<file path="config.mk">
export PLATFORM = sky130hd
export DESIGN_NAME = nsp_dist
export DESIGN_NICKNAME = d
export VERILOG_FILES = /design/src/rtl/nsp_pkg.sv /design/src/rtl/nsp_dist.sv
export SDC_FILE = /design/constraint.sdc
export NUM_CORES = 2
export LEC_CHECK = 0
export BUFFER_PORTS_ARGS = -buffer_cell sky130_fd_sc_hd__buf_2
export CAP_MARGIN = 20
export CORE_MARGIN = 8
export CORE_UTILIZATION = 50
export CTS_CLUSTER_DIAMETER = 40
export DETAILED_ROUTE_END_ITERATION = 8
export HOLD_SLACK_MARGIN = 0.08
export PLACE_DENSITY = 0.68
export SYNTH_ARGS = -nofsm -noshare
export SYNTH_HDL_FRONTEND = slang
export SYNTH_SLANG_ARGS = --single-unit
</file>
<file path="constraint.sdc">
create_clock -name clk -period 6.84 [get_ports clk]
set_input_delay 0.684 -clock clk [delete_from_list [all_inputs] [get_ports clk]]
set_output_delay 0.684 -clock clk [all_outputs]
set_load 0.01 [all_outputs]
</file>
<file path="src/rtl/nsp_pkg.sv">
// shared constants and types for the nearest seed pixel colour unit
package nsp_pkg;

  localparam int MAX_SEEDS = 64;
  localparam int ADDR_W    = $clog2(MAX_SEEDS);
  localparam int SLOT_W    = 6;
  localparam int COORD_W   = 16;
  localparam int PIX_W     = 12;
  localparam int RGBA_W    = 32;
  localparam int CNT_W     = 7;
  localparam int DIFF_W    = COORD_W + 1;
  localparam int SQ_W      = 2 * DIFF_W - 1;
  localparam int DIST_W    = SQ_W + 1;
  localparam int PADDR_W   = 3;
  localparam int PDATA_W   = 32;

  localparam logic                REG_SEED_COUNT = 1'b0;
  localparam logic [CNT_W-1:0]    SEED_COUNT_RST = CNT_W'(1);

  typedef enum logic {
    KIND_LOAD  = 1'b0,
    KIND_QUERY = 1'b1
  } kind_t;

  typedef struct packed {
    logic signed [COORD_W-1:0] x;
    logic signed [COORD_W-1:0] y;
    logic [RGBA_W-1:0]         rgba;
  } seed_t;

  typedef struct packed {
    logic              last;
    logic [ADDR_W-1:0] slot;
    logic [RGBA_W-1:0] rgba;
  } tag_t;

endpackage

</file>
<file path="src/rtl/nsp_dist.sv">
// pipelined squared distance unit, one seed per cycle
module nsp_dist (
  input  logic                              clk,
  input  logic                              rst_n,
  input  logic                              in_valid,
  input  logic signed [nsp_pkg::COORD_W-1:0] seed_x,
  input  logic signed [nsp_pkg::COORD_W-1:0] seed_y,
  input  logic [nsp_pkg::PIX_W-1:0]         pix_x,
  input  logic [nsp_pkg::PIX_W-1:0]         pix_y,
  input  nsp_pkg::tag_t                     in_tag,
  output logic                              out_valid,
  output logic [nsp_pkg::DIST_W-1:0]        out_dist,
  output nsp_pkg::tag_t                     out_tag
);

  logic signed [nsp_pkg::DIFF_W-1:0]   dx_nxt, dy_nxt;
  logic signed [nsp_pkg::DIFF_W-1:0]   dx_r, dy_r;
  logic signed [2*nsp_pkg::DIFF_W-1:0] sqx_full, sqy_full;
  logic [nsp_pkg::SQ_W-1:0]            sqx_r, sqy_r;
  logic [nsp_pkg::DIST_W-1:0]          dist_r;
  logic                                v1_r, v2_r, v3_r;
  nsp_pkg::tag_t                       tag1_r, tag2_r, tag3_r;

  always_comb begin
    dx_nxt = signed'({seed_x[nsp_pkg::COORD_W-1], seed_x})
           - signed'({{(nsp_pkg::DIFF_W - nsp_pkg::PIX_W){1'b0}}, pix_x});
    dy_nxt = signed'({seed_y[nsp_pkg::COORD_W-1], seed_y})
           - signed'({{(nsp_pkg::DIFF_W - nsp_pkg::PIX_W){1'b0}}, pix_y});
    sqx_full = dx_r * dx_r;
    sqy_full = dy_r * dy_r;
  end

  // squares are never negative, so the low bits hold the whole value
  always_ff @(posedge clk) begin
    if (!rst_n) begin
      v1_r <= 1'b0;
      v2_r <= 1'b0;
      v3_r <= 1'b0;
    end else begin
      v1_r <= in_valid;
      v2_r <= v1_r;
      v3_r <= v2_r;
    end
    dx_r   <= dx_nxt;
    dy_r   <= dy_nxt;
    tag1_r <= in_tag;
    sqx_r  <= sqx_full[nsp_pkg::SQ_W-1:0];
    sqy_r  <= sqy_full[nsp_pkg::SQ_W-1:0];
    tag2_r <= tag1_r;
    dist_r <= {1'b0, sqx_r} + {1'b0, sqy_r};
    tag3_r <= tag2_r;
  end

  assign out_valid = v3_r;
  assign out_dist  = dist_r;
  assign out_tag   = tag3_r;

endmodule

</file>
======== After elaboration in Yosys (flattened, before gate mapping) ========
Index checks and enable logic that the tools add are counted.
storage, ports and cells
  register bits ........................... 254
  output and inout port bits .............. 74
operators by class
  add/subtract/negate cells ............... 3
  multipliers ............................. 2
operators with widths
  kind            count
  $mul 17x17->33  2
  $add 33x33->34  1
  $sub 16x13->17  2

======== Depth between registers and ports, before layout ========
  depth in word-level cells ............... 1
  gate-level depth with buffers ........... 25
  gate-level depth less buffers ........... 23

======== Least setup slack after synthesis ========
OpenSTA, ideal clock, no wires.
  path type ............................... reg-to-reg
  from .................................... register dx_r[5] in the netlist's numbering
  to ...................................... register sqx_r[29] in the netlist's numbering
  data arrival time ....................... 6094 ps
  data required time ...................... 6745 ps
  setup slack ............................. 651 ps
  cell stages (with the launch flop) ...... 24
  path buffers ............................ 2
  period minus slack after synthesis ...... 6189 ps
  cells stage by stage .................... dfxtp_1 clkbuf_1 clkbuf_1 nand2_1 fa_1 inv_1 fa_1 inv_1 fa_1 inv_1 fa_1 fa_1 inv_1 fa_1 inv_1 ha_1 and3_1 a22o_1 o41ai_2 o211ai_1 o2111ai_2 a21oi_2 or4_1 o311ai_1
between the ends
  cells in the longest elaborated chain, start to end .. 1
ends and longest elaborated chain
  element                 RTL line        text
  from (decl)             nsp_dist.sv:17  logic signed [nsp_pkg::DIFF_W-1:0] dx_r, dy_r;
  from (signal assigned)  nsp_dist.sv:44  dx_r <= dx_nxt;
  $mul 17x17->33          nsp_dist.sv:29  sqx_full = dx_r * dx_r;
  net sqx_full, one bit   nsp_dist.sv:18  logic signed [2*nsp_pkg::DIFF_W-1:0] sqx_full, sqy_full;
  to (signal assigned)    nsp_dist.sv:47  sqx_r <= sqx_full[nsp_pkg::SQ_W-1:0];
  to (decl)               nsp_dist.sv:19  logic [nsp_pkg::SQ_W-1:0] sqx_r, sqy_r;
The timed path passes the listed nets, and every way through them passes these cells.
A chain may end at the register's enable or synchronous reset.

======== Worst setup path after layout ========
  from .................................... register dy_r[12] in the netlist's numbering
  to ...................................... register sqy_r[26] in the netlist's numbering
between the ends
  cells in the longest elaborated chain, start to end .. 1
ends and longest elaborated chain
  element                 RTL line        text
  from (decl)             nsp_dist.sv:17
  from (signal assigned)  nsp_dist.sv:45  dy_r <= dy_nxt;
  $mul 17x17->33          nsp_dist.sv:30  sqy_full = dy_r * dy_r;
  net sqy_full, one bit   nsp_dist.sv:18
  to (signal assigned)    nsp_dist.sv:48  sqy_r <= sqy_full[nsp_pkg::SQ_W-1:0];
  to (decl)               nsp_dist.sv:19
The timed path passes the listed nets, and every way through them passes these cells.

==> impl_metrics.py <==
metrics = {
    "run_status": {
        "run_status": "complete, no violations",
    },
    "synthesis": {
        "postSynthAreaPerCell_um2": 9.87,
        "synth.yosys.warnings": 0,
        "proportion_of_synthesized_flip_flops_having_asynchronous_set_or_reset_pct": 0,
        "netlist.top_cell.by_area": "fa_1",
        "synth.area.top_cells": "fa_1, dfxtp_1, ha_1",
        "synth_sequential_area_ratio_pct": 18.7,
        "synthesized_net_count": 3591,
        "synth_seq_cells": 252,
        "post_synth_instance_area_um2": 27000,
        "synth_common_cells": "inv_1, fa_1, dfxtp_1",
        "synth_flop_type": "dfxtp_1",
        "yosys.cell_count.top_type": "inv_1",
        "syn_inst": 2736,
        "synthDistinctLibCells": 74,
        "yosys.area.top_type_share_pct": 38.8,
        "synth_edf_count": 0,
    },
    "cells_and_area": {
        "fin_nets": 3787,
        "stdcell_count": 3654,
        "insertedDiodeCount": 0,
        "layout.filler_cells": 4684,
        "layout-area-overhead-vs-synth_pct": 11.4,
        "utilization_pct": 56.1,
        "multiInputGateArea_um2": 19000,
        "final-seq-area_um2": 5050,
        "post_route_cells_drive_above_1_share_pct": 10.3,
    },
    "sta": {
        "report.final.hold_viol_count": 0,
        "final_period_minus_worst_setup_slack_ns": 6.48,
        "grt_setup_unrepaired": "false",
        "layout_worst_path_cycle_share_pct": 94.7,
        "setup-tns-final_ns": 0,
        "worst_slew_margin_rel_pct": 49.6,
        "layout_setup_ws_ns": 0.360,
        "fin_worst_skew_ns": 0.0172,
        "setup_viol": 0,
        "drv_slew": 0,
        "least_margin_pin_slew_ns": 0.755,
        "max_clock_freq_ghz": 0.154,
    },
    "placed_design": {
        "detailed_place_hpwl_um": 48700,
        "gpl.final_weighted_congestion": 0.902,
        "port_buffers": 171,
        "place_inst": 3591,
        "post-place-ws_ns": 0.363,
    },
    "die": {
        "die_x_um": 248,
        "die-area_um2": 61700,
        "die_y_um": 248,
        "placementRows": 85,
        "initial_util_pct": 50.4,
        "floorplan.core_area_um2": 53600,
        "io_pins": 172,
    },
    "global_route": {
        "number_of_antenna_violations_at_the_first_check_in_global_routing": 3,
        "grt.total_usage_pct": 18.8,
        "globalRouteOverflowTotal": 0,
        "first_pass_grt_wire_length_um": 96100,
        "via_count_of_the_first_global_routing_pass": 20300,
        "maximum_number_of_pins_on_one_net_before_global_route_repair": 21,
    },
    "clock_network": {
        "ctsHtreeMaxLevel": 2,
        "post_cts_resized": 0,
        "setup_buffers_after_cts": 0,
        "clk_pin_slew_worst_paths_ns": 0.06,
        "cts_root_buffer": "clkbuf_16",
        "cts_tree": "yes",
        "clkSinkCount": 252,
        "cts-buffers-inserted": 35,
        "ctsLongestPathBuffers": 3,
        "cts_hold_repair.buffers": 0,
        "insertion_delay_ns": 0.54,
    },
    "setup_path": {
        "worst_setup_path_end_kind": "flip-flop",
        "path_class": "reg -> reg",
        "worst_r2r_endpoint": "sqy_r[26]",
        "start_kind": "flip-flop",
        "r2r_cells": 18,
        "timing.reg2reg.setup_slack_ns": 0.36,
        "arrival_ns": 6.89,
        "critical_path.max_fanout": 15,
        "cp.required_ns": 7.25,
        "r2r-start": "dy_r[12]",
    },
    "worst_hold_path": {
        "holdPathStages": 1,
        "timing.hold.worst.class": "in -> reg",
        "hold_path_end": "tag1_r[17]",
        "min_from": "in_tag[17]",
    },
    "detailed_routing": {
        "post-route-drc-count": 0,
        "avgRoutedWirePerCell_um": 15.4,
        "detail-route-antenna-nets": 0,
        "finalWirelength_um": 56300,
        "drt_pre_antenna_iters": 6,
        "drt_iter0_drc": 776,
        "routed_via_density": 5.01,
        "via_count": 18300,
    },
    "flow_run": {
        "max-cap-violations": 0,
    },
}
[cells by family (layout without fill, tap and decap cells)]
logic type,count (synthesis),count (layout),synth area share [%]
AND/OR/NAND/NOR,536,536,9.69
AO/OA/AOI/OAI,255,255,6.48
multiplexers,4,4,0.162
XOR/XNOR,132,132,4.28
buffers and inverters,800,1022,11.1
flip-flops,252,252,18.7
adder cells (fa/ha/maj),757,757,49.6
[layer usage]
layer / share of wire, % / vias to the layer above / GRT usage, %
met5: 0 / - / 0
met4: 2.4 / 0 / 5.28
met3: 5.3 / 100 / 3.38
met2: 51 / 391 / 33.3
met1: 42 / 9221 / 23.3
li1: - / 8593 / -
[how the worst max path moves through the flow]
stage                   from  slack [ns]  depth (start not counted)         to
floorplan            dx_r[5]        0.65                         23  sqx_r[29]
finish              dy_r[12]        0.36                         18  sqy_r[26]
CTS                  dx_r[4]        0.33                         19  sqx_r[32]
detailed placement   dx_r[4]        0.36                         19  sqx_r[32]
global route        dy_r[16]        0.03                         20  sqy_r[32]
global placement     dx_r[4]        0.50                         19  sqx_r[32]
[area by class of cell]
| cell class | instances | area share [%] |
|---|---|---|
| tap | 696 | 2.89 |
| multi-input combinational | 1684 | 63.0 |
| clock inverter | 18 | 0.865 |
| inverter | 746 | 9.32 |
| sequential | 252 | 16.8 |
| timing repair buffer | 213 | 3.89 |
| clock buffer | 45 | 3.21 |
[layout by cell type (no fill, tap or decap), types with 42 or more instances in the layout]
cell / n
dfxtp_1: 251
buf_2: 171
and2_1: 107
ha_1: 234
nand2_1: 180
inv_1: 745
nor2_1: 100
a21oi_1: 60
fa_1: 521
xnor2_1: 100
buf_4: 42
[through the flow]
| stage | cell area, um2 | hold slack, ns |
|---|---|---|
| 2_1_floorplan | 27000 | 0.310 |
| 3_3_place_gp | 28900 | 0.310 |
| 3_5_place_dp | 28900 | 0.312 |
| 4_1_cts | 30100 | 0.212 |
| 5_1_grt | 30100 | 0.222 |
| 6_report | 30100 | 0.249 |
[worst max-delay path: stages, from the launching register on]
cell and delay, ns:
dfxtp_1 0.71, nand2_1 0.24, fa_1 0.55, fa_1 0.52, fa_1 0.51, inv_1 0.06, fa_1 0.45, fa_1 0.52
inv_1 0.05, fa_1 0.47, inv_1 0.04, ha_1 0.34, a21o_1 0.20, a2111oi_0 0.39, nand3_1 0.27, a31oi_1 0.37
o21ai_2 0.15, mux2i_1 0.14, a2111oi_0 0.36
[registers in the layout (all words and copies together) (netlist names)]
name and flops:
dx_r 17, dy_r 17, out_dist 34, out_tag 39, out_valid 1, sqx_r 32, sqy_r 32, tag1_r 39
tag2_r 39, v1_r 1, v2_r 1
Power is left out: the tool's default activity adds up to more than one toggle a clock period on the data nets, which glitch-free logic cannot reach.
